--- src/sv/lcbe_pkg.sv ---
// ----------------------------------------------------------------------------
// lcbe_pkg: shared types and constants for the LRU key directory
// Holds the table geometry, the command and result codes, the payload
// structs, the sequencer state type and the age-order function.
// ----------------------------------------------------------------------------
package lcbe_pkg;

  localparam int ENTRIES    = 16;
  localparam int STAMP_BITS = 16;
  localparam int SLOT_W     = $clog2(ENTRIES);
  localparam int CNT_W      = $clog2(ENTRIES + 1);
  localparam int KEY_W      = 31;
  localparam int CFG_W      = 5;
  localparam int REC_W      = 1 + KEY_W + STAMP_BITS;

  localparam logic [STAMP_BITS-1:0] STAMP_MAX = '1;

  typedef enum logic [1:0] {
    CMD_FETCH  = 2'd0,
    CMD_REMOVE = 2'd1,
    CMD_CLEAR  = 2'd2,
    CMD_TRIM   = 2'd3
  } cmd_t;

  typedef enum logic [2:0] {
    KIND_EVICT  = 3'd0,
    KIND_HIT    = 3'd1,
    KIND_INSERT = 3'd2,
    KIND_MISS   = 3'd3,
    KIND_BYPASS = 3'd4,
    KIND_DONE   = 3'd5
  } kind_t;

  localparam logic CFG_BASE = 1'b0;
  localparam logic CFG_OVER = 1'b1;

  typedef struct packed {
    logic [1:0]       command;
    logic [KEY_W-1:0] key;
    logic             source_has_row;
  } in_item_t;

  typedef struct packed {
    logic [2:0]       kind;
    logic [KEY_W-1:0] result_key;
    logic [3:0]       slot;
    logic [4:0]       occupancy;
    logic             last;
  } out_item_t;

  // One table entry as stored in the RAM.
  typedef struct packed {
    logic                  valid;
    logic [KEY_W-1:0]      key;
    logic [STAMP_BITS-1:0] stamp;
  } rec_t;

  typedef enum logic [3:0] {
    ST_IDLE,
    ST_SCAN,      // walk the table: find key, oldest entry, first free slot
    ST_SCAN_END,  // last read lands
    ST_DECIDE,
    ST_EVICT,     // invalidate the oldest entry, emit it
    ST_RN_OUTER,  // renumber: pick entry i
    ST_RN_INNER,  // renumber: count entries older than i
    ST_RN_WRITE,
    ST_WRITE,     // final write of hit / insert / remove
    ST_CLEAR,
    ST_EMIT       // final result waits for the output register
  } state_t;

  // Strict age order: smaller stamp first, lower slot on a tie.
  function automatic logic is_older(input logic [STAMP_BITS-1:0] sa,
                                    input logic [SLOT_W-1:0] ia,
                                    input logic [STAMP_BITS-1:0] sb,
                                    input logic [SLOT_W-1:0] ib);
    is_older = (sa < sb) || ((sa == sb) && (ia < ib));
  endfunction

endpackage

--- src/sv/lru_cache_batch_eviction.sv ---
// ----------------------------------------------------------------------------
// lru_cache_batch_eviction: LRU key directory with batch eviction
// Fully associative table of keys with access stamps kept in one RAM.
// ----------------------------------------------------------------------------
//
//  Channel | Ports                          | Direction | Payload
//  --------+--------------------------------+-----------+-------------------
//  in      | in_valid, in_stall, in_data    | input     | command,key,row
//  out     | out_valid, out_stall, out_data | output    | kind,key,slot,...
//  cfg     | cfg_we, cfg_index, cfg_data    | input     | base, overflow
//
// One item at a time: no new item is accepted until the current one has
// passed its last result to the output register. Every item begins with a
// scan of the table through the single RAM read port. Each eviction adds
// another scan plus a write; a stamp renumbering runs a ranking pass that
// holds the new stamps in registers, then a read-modify-write pass that
// stores them.
// Reset clears the valid flags with a sweep over all ENTRIES slots, during
// which no transfer is accepted on the input channel.
// A stall on the output holds the sequencer at the next result.
//
module lru_cache_batch_eviction
  import lcbe_pkg::*;
(
  input  logic             clk,
  input  logic             rst_n,
  input  logic             in_valid,
  output logic             in_stall,
  input  in_item_t         in_data,
  output logic             out_valid,
  input  logic             out_stall,
  output out_item_t        out_data,
  input  logic             cfg_we,
  input  logic             cfg_index,
  input  logic [CFG_W-1:0] cfg_data
);

  state_t state_r, state_nxt;

  logic [CFG_W-1:0]      base_r, over_r;
  in_item_t              item_r;
  logic [STAMP_BITS-1:0] ctr_r, ctr_nxt;
  logic [KEY_W:0]        prev_r;         // top bit set means no previous key
  logic [CNT_W-1:0]      count_r, count_nxt;
  logic [CNT_W-1:0]      todo_r, todo_nxt; // evictions still to do
  logic                  insert_r, insert_nxt;

  // Scan bookkeeping.
  logic [SLOT_W:0]       addr_r, addr_nxt;  // read address (extra bit: done)
  logic [SLOT_W-1:0]     rslot_r;           // slot of the data on the read port
  logic                  found_r;
  logic [SLOT_W-1:0]     found_slot_r;
  logic                  old_ok_r;
  logic [SLOT_W-1:0]     old_slot_r;
  logic [STAMP_BITS-1:0] old_stamp_r;
  logic [KEY_W-1:0]      old_key_r;
  logic                  free_ok_r;
  logic [SLOT_W-1:0]     free_slot_r;
  logic                  scan_rd;           // read data on the port is live

  // Renumbering bookkeeping. The ranking pass compares old stamps only, so
  // the new stamps wait in rank_r until the second (commit) pass.
  logic [SLOT_W:0]       rn_i_r;
  rec_t                  rn_rec_r;
  logic [STAMP_BITS-1:0] rn_rank_r;
  logic [STAMP_BITS-1:0] rn_live_r;
  logic                  rn_commit_r;
  logic [CNT_W-1:0]      rank_r [ENTRIES];

  logic                  clr_done_r;
  logic [SLOT_W-1:0]     clr_addr_r;

  // RAM port.
  logic                  we;
  logic [SLOT_W-1:0]     waddr, raddr;
  rec_t                  wrec, rrec;

  out_item_t             res;
  logic                  res_go;
  logic                  out_free;

  logic [CNT_W:0]        cap_sum;
  logic [CNT_W-1:0]      cap;
  logic [CNT_W-1:0]      base_c;
  logic                  new_key;

  lcbe_ram #(.WIDTH(REC_W), .DEPTH(ENTRIES)) u_ram (
    .clk  (clk),
    .we   (we),
    .waddr(waddr),
    .wdata(wrec),
    .raddr(raddr),
    .rdata(rrec)
  );

  assign out_free = !out_valid || !out_stall;
  assign in_stall = (state_r != ST_IDLE) || !clr_done_r;

  // Capacity is base plus overflow, clamped to the table size.
  assign cap_sum = {{(CNT_W+1-CFG_W){1'b0}}, base_r} + {{(CNT_W+1-CFG_W){1'b0}}, over_r};
  assign cap     = (cap_sum > (CNT_W+1)'(ENTRIES)) ? CNT_W'(ENTRIES) : cap_sum[CNT_W-1:0];
  assign base_c  = ({{(CNT_W+1-CFG_W){1'b0}}, base_r} < {1'b0, cap}) ?
                   base_r[CNT_W-1:0] : cap;
  assign new_key = prev_r != {1'b0, item_r.key};

  assign raddr   = (state_r == ST_RN_OUTER || state_r == ST_RN_WRITE) ?
                   rn_i_r[SLOT_W-1:0] : addr_r[SLOT_W-1:0];
  assign scan_rd = (state_r == ST_SCAN && addr_r != '0) || state_r == ST_SCAN_END;

  // Next state.
  always_comb begin
    state_nxt = state_r;
    case (state_r)
      ST_IDLE: begin
        if (in_valid && clr_done_r) begin
          state_nxt = ST_SCAN;
        end
      end
      ST_SCAN: begin
        if (addr_r == (SLOT_W+1)'(ENTRIES - 1)) state_nxt = ST_SCAN_END;
      end
      ST_SCAN_END: state_nxt = ST_DECIDE;
      ST_DECIDE: begin
        case (item_r.command)
          CMD_CLEAR:  state_nxt = ST_CLEAR;
          CMD_REMOVE: state_nxt = ST_WRITE;
          CMD_TRIM:   state_nxt = (todo_nxt != '0 && old_ok_r) ? ST_EVICT : ST_EMIT;
          default: begin
            if (cap == '0) state_nxt = ST_EMIT;
            else if (new_key && ctr_r == STAMP_MAX) state_nxt = ST_RN_OUTER;
            else if (found_r || !item_r.source_has_row) state_nxt = ST_WRITE;
            else if (todo_nxt != '0 && old_ok_r) state_nxt = ST_EVICT;
            else state_nxt = ST_WRITE;
          end
        endcase
      end
      ST_EVICT: if (out_free) state_nxt = ST_SCAN;
      ST_RN_OUTER: state_nxt = rn_commit_r ? ST_RN_WRITE : ST_RN_INNER;
      ST_RN_INNER: if (addr_r == ENTRIES[SLOT_W:0]) state_nxt = ST_RN_WRITE;
      ST_RN_WRITE: begin
        if (rn_i_r == (SLOT_W+1)'(ENTRIES - 1)) begin
          state_nxt = rn_commit_r ? ST_SCAN : ST_RN_OUTER;
        end else begin
          state_nxt = ST_RN_OUTER;
        end
      end
      ST_WRITE: state_nxt = ST_EMIT;
      ST_CLEAR: if (clr_addr_r == SLOT_W'(ENTRIES - 1)) state_nxt = ST_EMIT;
      ST_EMIT:  if (out_free) state_nxt = ST_IDLE;
      default:  state_nxt = ST_IDLE;
    endcase
  end

  // Datapath: RAM writes, counters and the result word.
  always_comb begin
    we         = 1'b0;
    waddr      = addr_r[SLOT_W-1:0];
    wrec       = '0;
    ctr_nxt    = ctr_r;
    count_nxt  = count_r;
    todo_nxt   = todo_r;
    insert_nxt = insert_r;
    addr_nxt   = addr_r;
    res_go     = 1'b0;
    res        = '0;
    res.result_key = item_r.key;
    case (state_r)
      ST_IDLE: begin
        addr_nxt   = '0;
        insert_nxt = 1'b0;
      end
      ST_SCAN: addr_nxt = addr_r + 1'b1;
      ST_DECIDE: begin
        addr_nxt = '0;
        case (item_r.command)
          CMD_TRIM: todo_nxt = (count_r > cap) ? count_r - cap : '0;
          CMD_FETCH: begin
            if (!(new_key && ctr_r == STAMP_MAX) && cap != '0) begin
              if (new_key) ctr_nxt = ctr_r + 1'b1;
              insert_nxt = !found_r && item_r.source_has_row;
              // First pass only: size the batch.
              if (!found_r && item_r.source_has_row && !insert_r) begin
                todo_nxt = (count_r >= cap) ? count_r + 1'b1 - base_c : '0;
                if (todo_nxt > count_r) todo_nxt = count_r;
              end
            end
          end
          default: ;
        endcase
      end
      ST_EVICT: begin
        res_go        = 1'b1;
        res.kind      = KIND_EVICT;
        res.result_key = old_key_r;
        res.slot      = 4'(old_slot_r);
        res.occupancy = 5'(count_r - 1'b1);
        if (out_free) begin
          we        = 1'b1;
          waddr     = old_slot_r;
          count_nxt = count_r - 1'b1;
          todo_nxt  = todo_r - 1'b1;
        end
      end
      ST_RN_OUTER: addr_nxt = '0;
      ST_RN_INNER: addr_nxt = addr_r + 1'b1;
      ST_RN_WRITE: begin
        addr_nxt = '0;
        if (rn_commit_r) begin
          // Entry i was read during the outer step; rewrite its stamp.
          we    = rrec.valid;
          waddr = rn_i_r[SLOT_W-1:0];
          wrec  = rrec;
          wrec.stamp = {{(STAMP_BITS-CNT_W){1'b0}}, rank_r[rn_i_r[SLOT_W-1:0]]};
          if (rn_i_r == (SLOT_W+1)'(ENTRIES - 1)) ctr_nxt = rn_live_r;
        end
      end
      ST_WRITE: begin
        if (item_r.command == CMD_REMOVE) begin
          if (found_r) begin
            we = 1'b1; waddr = found_slot_r; count_nxt = count_r - 1'b1;
          end
        end else if (found_r) begin
          we = 1'b1; waddr = found_slot_r;
          wrec = '{valid: 1'b1, key: item_r.key, stamp: ctr_r};
        end else if (item_r.source_has_row && free_ok_r) begin
          we = 1'b1; waddr = free_slot_r;
          wrec = '{valid: 1'b1, key: item_r.key, stamp: ctr_r};
          count_nxt = count_r + 1'b1;
        end
      end
      ST_CLEAR: begin
        we = 1'b1; waddr = clr_addr_r; count_nxt = '0; ctr_nxt = '0;
      end
      ST_EMIT: begin
        res_go        = 1'b1;
        res.last      = 1'b1;
        res.occupancy = 5'(count_r);
        case (item_r.command)
          CMD_CLEAR: begin res.kind = KIND_DONE; res.result_key = '0; end
          CMD_TRIM:  begin res.kind = KIND_DONE; res.result_key = '0; end
          CMD_REMOVE: begin
            res.kind = KIND_DONE;
            res.slot = found_r ? 4'(found_slot_r) : 4'd0;
          end
          default: begin
            if (cap == '0) res.kind = KIND_BYPASS;
            else if (found_r) begin res.kind = KIND_HIT; res.slot = 4'(found_slot_r); end
            else if (item_r.source_has_row && free_ok_r) begin
              res.kind = KIND_INSERT; res.slot = 4'(free_slot_r);
            end else res.kind = KIND_MISS;
          end
        endcase
      end
      default: ;
    endcase
    // The sweep after reset writes zeros through the same port.
    if (!clr_done_r) begin
      we    = 1'b1;
      waddr = clr_addr_r;
      wrec  = '0;
    end
  end

  // Registers.
  always_ff @(posedge clk) begin
    if (!rst_n) begin
      state_r    <= ST_IDLE;
      base_r     <= '0;
      over_r     <= '0;
      ctr_r      <= '0;
      prev_r     <= '1;
      count_r    <= '0;
      todo_r     <= '0;
      insert_r   <= 1'b0;
      addr_r     <= '0;
      out_valid  <= 1'b0;
      clr_done_r <= 1'b0;
      clr_addr_r <= '0;
    end else begin
      state_r  <= state_nxt;
      ctr_r    <= ctr_nxt;
      count_r  <= count_nxt;
      todo_r   <= todo_nxt;
      insert_r <= insert_nxt;
      addr_r   <= addr_nxt;
      if (cfg_we) begin
        if (cfg_index == CFG_BASE) base_r <= cfg_data;
        if (cfg_index == CFG_OVER) over_r <= cfg_data;
      end
      if (state_r == ST_DECIDE && item_r.command == CMD_FETCH && cap != '0 &&
          !(new_key && ctr_r == STAMP_MAX)) begin
        prev_r <= {1'b0, item_r.key};
      end
      if (out_free) out_valid <= res_go;
      // Post-reset sweep and clear command share the address counter.
      if (!clr_done_r) begin
        clr_addr_r <= clr_addr_r + 1'b1;
        if (clr_addr_r == SLOT_W'(ENTRIES - 1)) clr_done_r <= 1'b1;
      end else if (state_r == ST_CLEAR) begin
        clr_addr_r <= clr_addr_r + 1'b1;
      end else begin
        clr_addr_r <= '0;
      end
    end
  end

  // Payload and scan registers; no reset needed.
  always_ff @(posedge clk) begin
    if (state_r == ST_IDLE && in_valid && clr_done_r) item_r <= in_data;
    if (out_free && res_go) out_data <= res;
    rslot_r <= addr_r[SLOT_W-1:0];
    // The scan results start over at the beginning of every scan.
    if (state_nxt == ST_SCAN && state_r != ST_SCAN) begin
      found_r <= 1'b0; old_ok_r <= 1'b0; free_ok_r <= 1'b0;
    end else if (scan_rd) begin
      if (rrec.valid && rrec.key == item_r.key) begin
        found_r <= 1'b1; found_slot_r <= rslot_r;
      end
      if (rrec.valid && (!old_ok_r ||
          is_older(rrec.stamp, rslot_r, old_stamp_r, old_slot_r))) begin
        old_ok_r <= 1'b1; old_slot_r <= rslot_r;
        old_stamp_r <= rrec.stamp; old_key_r <= rrec.key;
      end
      if (!rrec.valid && !free_ok_r) begin
        free_ok_r <= 1'b1; free_slot_r <= rslot_r;
      end
    end
    // Renumbering: rank of entry i among live entries.
    if (state_r == ST_RN_OUTER) begin
      rn_rank_r <= '0;
      if (rn_i_r == '0 && !rn_commit_r) rn_live_r <= '0;
    end
    if (state_r == ST_RN_INNER && addr_r == '0) begin
      rn_rec_r <= rrec;  // entry i read during the outer step
      if (rrec.valid) rn_live_r <= rn_live_r + 1'b1;
    end
    if (state_r == ST_RN_INNER && addr_r != '0 && rrec.valid && rn_rec_r.valid &&
        is_older(rrec.stamp, rslot_r, rn_rec_r.stamp, rn_i_r[SLOT_W-1:0])) begin
      rn_rank_r <= rn_rank_r + 1'b1;
    end
    if (state_r == ST_RN_WRITE && !rn_commit_r) begin
      rank_r[rn_i_r[SLOT_W-1:0]] <= CNT_W'(rn_rank_r + 1'b1);
    end
    if (state_r == ST_DECIDE) begin
      rn_i_r      <= '0;
      rn_commit_r <= 1'b0;
    end else if (state_r == ST_RN_WRITE) begin
      if (rn_i_r == (SLOT_W+1)'(ENTRIES - 1)) begin
        rn_i_r      <= '0;
        rn_commit_r <= 1'b1;
      end else begin
        rn_i_r <= rn_i_r + 1'b1;
      end
    end
  end

  a_out_hold: assert property (@(posedge clk) disable iff (!rst_n)
    (out_valid && out_stall) |=> (out_valid && $stable(out_data)))
    else $error("stalled result changed");
  a_occ_bound: assert property (@(posedge clk) disable iff (!rst_n)
    count_r <= CNT_W'(ENTRIES))
    else $error("occupancy above table size");
  a_no_accept_busy: assert property (@(posedge clk) disable iff (!rst_n)
    (state_r != ST_IDLE) |-> in_stall)
    else $error("input accepted while busy");
  a_evict_has_victim: assert property (@(posedge clk) disable iff (!rst_n)
    (state_r == ST_EVICT) |-> old_ok_r)
    else $error("eviction without a valid victim");

endmodule

--- src/sv/lcbe_ram.sv ---
// ----------------------------------------------------------------------------
// lcbe_ram: generic single-port-write, one-read synchronous RAM
// Registered read: data appears in the cycle after the address.
// ----------------------------------------------------------------------------
module lcbe_ram #(
  parameter int WIDTH = 8,
  parameter int DEPTH = 16
) (
  input  logic                     clk,
  input  logic                     we,
  input  logic [$clog2(DEPTH)-1:0] waddr,
  input  logic [WIDTH-1:0]         wdata,
  input  logic [$clog2(DEPTH)-1:0] raddr,
  output logic [WIDTH-1:0]         rdata
);

  logic [WIDTH-1:0] mem [DEPTH];

  always_ff @(posedge clk) begin
    if (we) begin
      mem[waddr] <= wdata;
    end
    rdata <= mem[raddr];
  end

endmodule

--- config.mk ---
export PLATFORM = sky130hd
export DESIGN_NAME = lru_cache_batch_eviction
export DESIGN_NICKNAME = d
export VERILOG_FILES = /design/src/sv/lcbe_pkg.sv /design/src/sv/lru_cache_batch_eviction.sv /design/src/sv/lcbe_ram.sv
export SDC_FILE = /design/constraint.sdc
export NUM_CORES = 2
export LEC_CHECK = 0
export ABC_CLOCK_PERIOD_IN_PS = 9300
export BUFFER_PORTS_ARGS = -buffer_cell sky130_fd_sc_hd__buf_2
export CAP_MARGIN = 10
export CORE_ASPECT_RATIO = 1.75
export CORE_MARGIN = 1
export CORE_UTILIZATION = 55
export DETAILED_ROUTE_END_ITERATION = 7
export PLACE_DENSITY = 0.71
export SKIP_LAST_GASP = 1
export SYNTH_ARGS = -nofsm -noshare
export SYNTH_HDL_FRONTEND = slang
export SYNTH_SLANG_ARGS = --single-unit
--- constraint.sdc ---
create_clock -name clk -period 9.3 [get_ports clk]
set_input_delay 2.325 -clock clk [delete_from_list [all_inputs] [get_ports clk]]
set_output_delay 2.325 -clock clk [all_outputs]
set_load 0.005 [all_outputs]
==> flow_summary.ini <==
[status]
status = finished clean

[yosys]
synth_async_sr_flop_share = 0
yosys_cell_types = 74
post-synth-top-count-cell = sky130_fd_sc_hd__edfxtp_1
share_of_the_synthesized_area_in_the_top_cell_type = 0.633
synth_seq_cells = 1172
synthFlopType = sky130_fd_sc_hd__edfxtp_1
syn-num-nets = 3097
netlist_instances = 2971
post_synth_instance_area_mm2 = 0.0478
synth_common_cells = 1,007 x sky130_fd_sc_hd__edfxtp_1, 248 x sky130_fd_sc_hd__nand2_1, 212 x sky130_fd_sc_hd__mux4_2, 165 x sky130_fd_sc_hd__dfxtp_1, 162 x sky130_fd_sc_hd__nor2_1
synthesis.area_per_instance_um2 = 16.1
sequential_share_of_the_synthesized_area = 0.702
synth.largest_area_cell = sky130_fd_sc_hd__edfxtp_1
synthesis.yosys.warnings = 0
synth_enable_flop_cells = 1007
ys_top_cells_by_area = sky130_fd_sc_hd__edfxtp_1 63%, sky130_fd_sc_hd__mux4_2 10%, sky130_fd_sc_hd__dfxtp_1 6.9%, sky130_fd_sc_hd__ha_1 2.0%, sky130_fd_sc_hd__nand2_1 1.9%

[finish]
insertedDiodeCount = 0
number_of_nets_in_the_final_layout = 3175
drive_above_1_share = 0.176
non_filler_cell_area_final_mm2 = 0.0530
final-seq-area_mm2 = 0.0335
number_of_standard_cells_in_the_final_layout_excluding_fillers = 4288
flow.area_growth_from_synthesis_pct = 11.0
layout.filler_cells = 6140
multi_input_comb_area_mm2 = 0.0136

[place]
place_area_mm2 = 0.0496
hpwlAfterDp_um = 69200
placedCellCount = 4097
finalWeightedCongestion = 0.872
place.port_buffers = 90

[cts]
numCtsBuffers = 100
clk_pin_slew_ps = 70
tritoncts = done
htree_levels = 3
worstSkewPairLatency_ps = 720
root_buffer = sky130_fd_sc_hd__clkbuf_16
cts_num_sinks = 1172
post_cts.resized_instances = 0
post_cts_setup_buffers = 0
ctsLongestPathBuffers = 3
cts_hold_repair.buffers = 0

[critical_path]
crit_path_start_kind = register
critPathKind = reg2reg
worstPathBufferInverterCount = 1
max_stage_delay_ps = 580
worst-path-max-fanout = 8
slowest_stage = sky130_fd_sc_hd__or4_4
worst_ep_arrival_time_ps = 8670
worst_setup_path_end_kind = register
critPathTopFamily = compound AO/OA/AOI/OAI gates
required_ps = 9880

[global_routing]
met1_usage = 0.336
grt_pass1_wl_um = 177000
globalRoute.totalOverflow = 0
grt_util_met2 = 0.478
grt-busiest-layer = met2
grt_util_all_layers = 0.274
grt_pass1_vias = 28363
maximum_number_of_pins_on_one_net_before_global_route_repair = 103
antenna_found_initial = 2
grt_util_met3 = 0.0392

[floorplanning]
boundaryPins = 91
chipWidth_um = 225
die-area_mm2 = 0.0881
rows = 142
initial_core_util = 0.557
floorplan.core_area_mm2 = 0.0858
die_h_um = 392

[timing]
final_min_period_over_clock_period = 0.870
accumulated_negative_setup_slack_ps = 0
max_freq_mhz = 124
unrepaired_setup_endpoints_after_global_routing = no
setup_viol = 0
finalHoldWorstSlack_ps = 465
layout_min_cycle_time_ps = 8090
max_slew_margin = 0.204
final.setup_skew_ps = 40.4
finalHoldViolCount = 0
worst_pin_slew_ps = 1190
finalMaxSlewViolations = 0

[drt]
drc_errors = 0
postRouteWirelength_um = 118000
post_drt_via_cell_ratio = 6.35
drt_first_pass_iters = 6
final_ant_viol_nets = 0
drt_iter0_markers = 2681
dr_total_vias = 27240
routedWlPerCell_um = 27.4

[min_path]
timing.hold.worst.class = reg2reg

[run]
max-cap-violations = 0

[pwr]
fin_total_pwr_w = 0.0106
power.leakage_nw = 17.6
cellPowerDensity_mw_per_mm2 = 200
irDropWorstVdd_v = 0.000216
layout by cell type, fill, tap and decap left out, types with 68 or more instances in the layout:
master,instances
sky130_fd_sc_hd__nand2_1,247
sky130_fd_sc_hd__dfxtp_1,165
sky130_fd_sc_hd__edfxtp_1,1007
sky130_fd_sc_hd__xor2_1,73
sky130_fd_sc_hd__a21oi_1,72
sky130_fd_sc_hd__nor2_1,147
sky130_fd_sc_hd__mux4_2,212
sky130_fd_sc_hd__buf_2,90
sky130_fd_sc_hd__nand3_1,68
sky130_fd_sc_hd__ha_1,78
sky130_fd_sc_hd__clkbuf_16,102
layer usage:
layer	wire, um	share of wire
met2	61000	0.52
met3	8420	0.072
met4	5260	0.045
met5	8	0.000068
met1	42900	0.36
flip-flops by register name, summed over array words and instances (netlist names), 16 cells and up, named ones only:
name         flops
u_ram.mem      768
rank_r          80
u_ram.rdata     48
out_data        44
item_r          34
prev_r          32
old_key_r       31
rn_rec_r        17
ctr_r           16
old_stamp_r     16
rn_live_r       16
final timing paths:
| check | from | end | slack [ps] | cells past startpoint |
|---|---|---|---|---|
| worst max-delay path | base_r[0]$_SDFFE_PN0P_ | free_ok_r$_SDFFE_PP0P_ | 1210 | 30 |
| worst min-delay path | rn_i_r[4]$_SDFFE_PP0P_ | rn_i_r[4]$_SDFFE_PP0P_ | 470 | 1 |
| worst max register to register | base_r[0]$_SDFFE_PN0P_ | free_ok_r$_SDFFE_PP0P_ | 1210 | 30 |
| worst min register to register | rn_i_r[4]$_SDFFE_PP0P_ | rn_i_r[4]$_SDFFE_PP0P_ | 470 | 1 |
kinds of logic after synthesis:
kind of cell    after synthesis  synth area share
compound gates              440            0.0639
xor+xnor                     93            0.0171
fa+ha+maj                    81            0.0217
buf+inv                     224            0.0181
flops                      1172             0.702
mux                         235             0.105
simple gates                726            0.0721
through the flow:
stage / util / worst slack [ps]
2_1_floorplan: - / 1630
3_3_place_gp: 0.578 / 1290
3_5_place_dp: 0.578 / 1170
4_1_cts: 0.618 / 1170
5_1_grt: 0.618 / 537
6_report: 0.618 / 1210
report_power, final:
group	total, W	internal [W]	leakage (nW)	switching, W
logic	0.000437	0.000167	5.77	0.000270
registers	0.00584	0.00576	10.2	0.0000791
clock network	0.00431	0.00240	1.65	0.00191
total	0.0106	0.00832	17.6	0.00226
cell type report:
class / count / area share
Multi-Input combinational cell: 1575 / 0.256
Clock buffer: 138 / 0.0524
Clock inverter: 51 / 0.0117
Timing Repair Buffer: 132 / 0.0151
Inverter: 68 / 0.00481
Sequential cell: 1172 / 0.633
Tap cell: 1152 / 0.0272
Note: power is estimated with default switching activity, not from simulation.
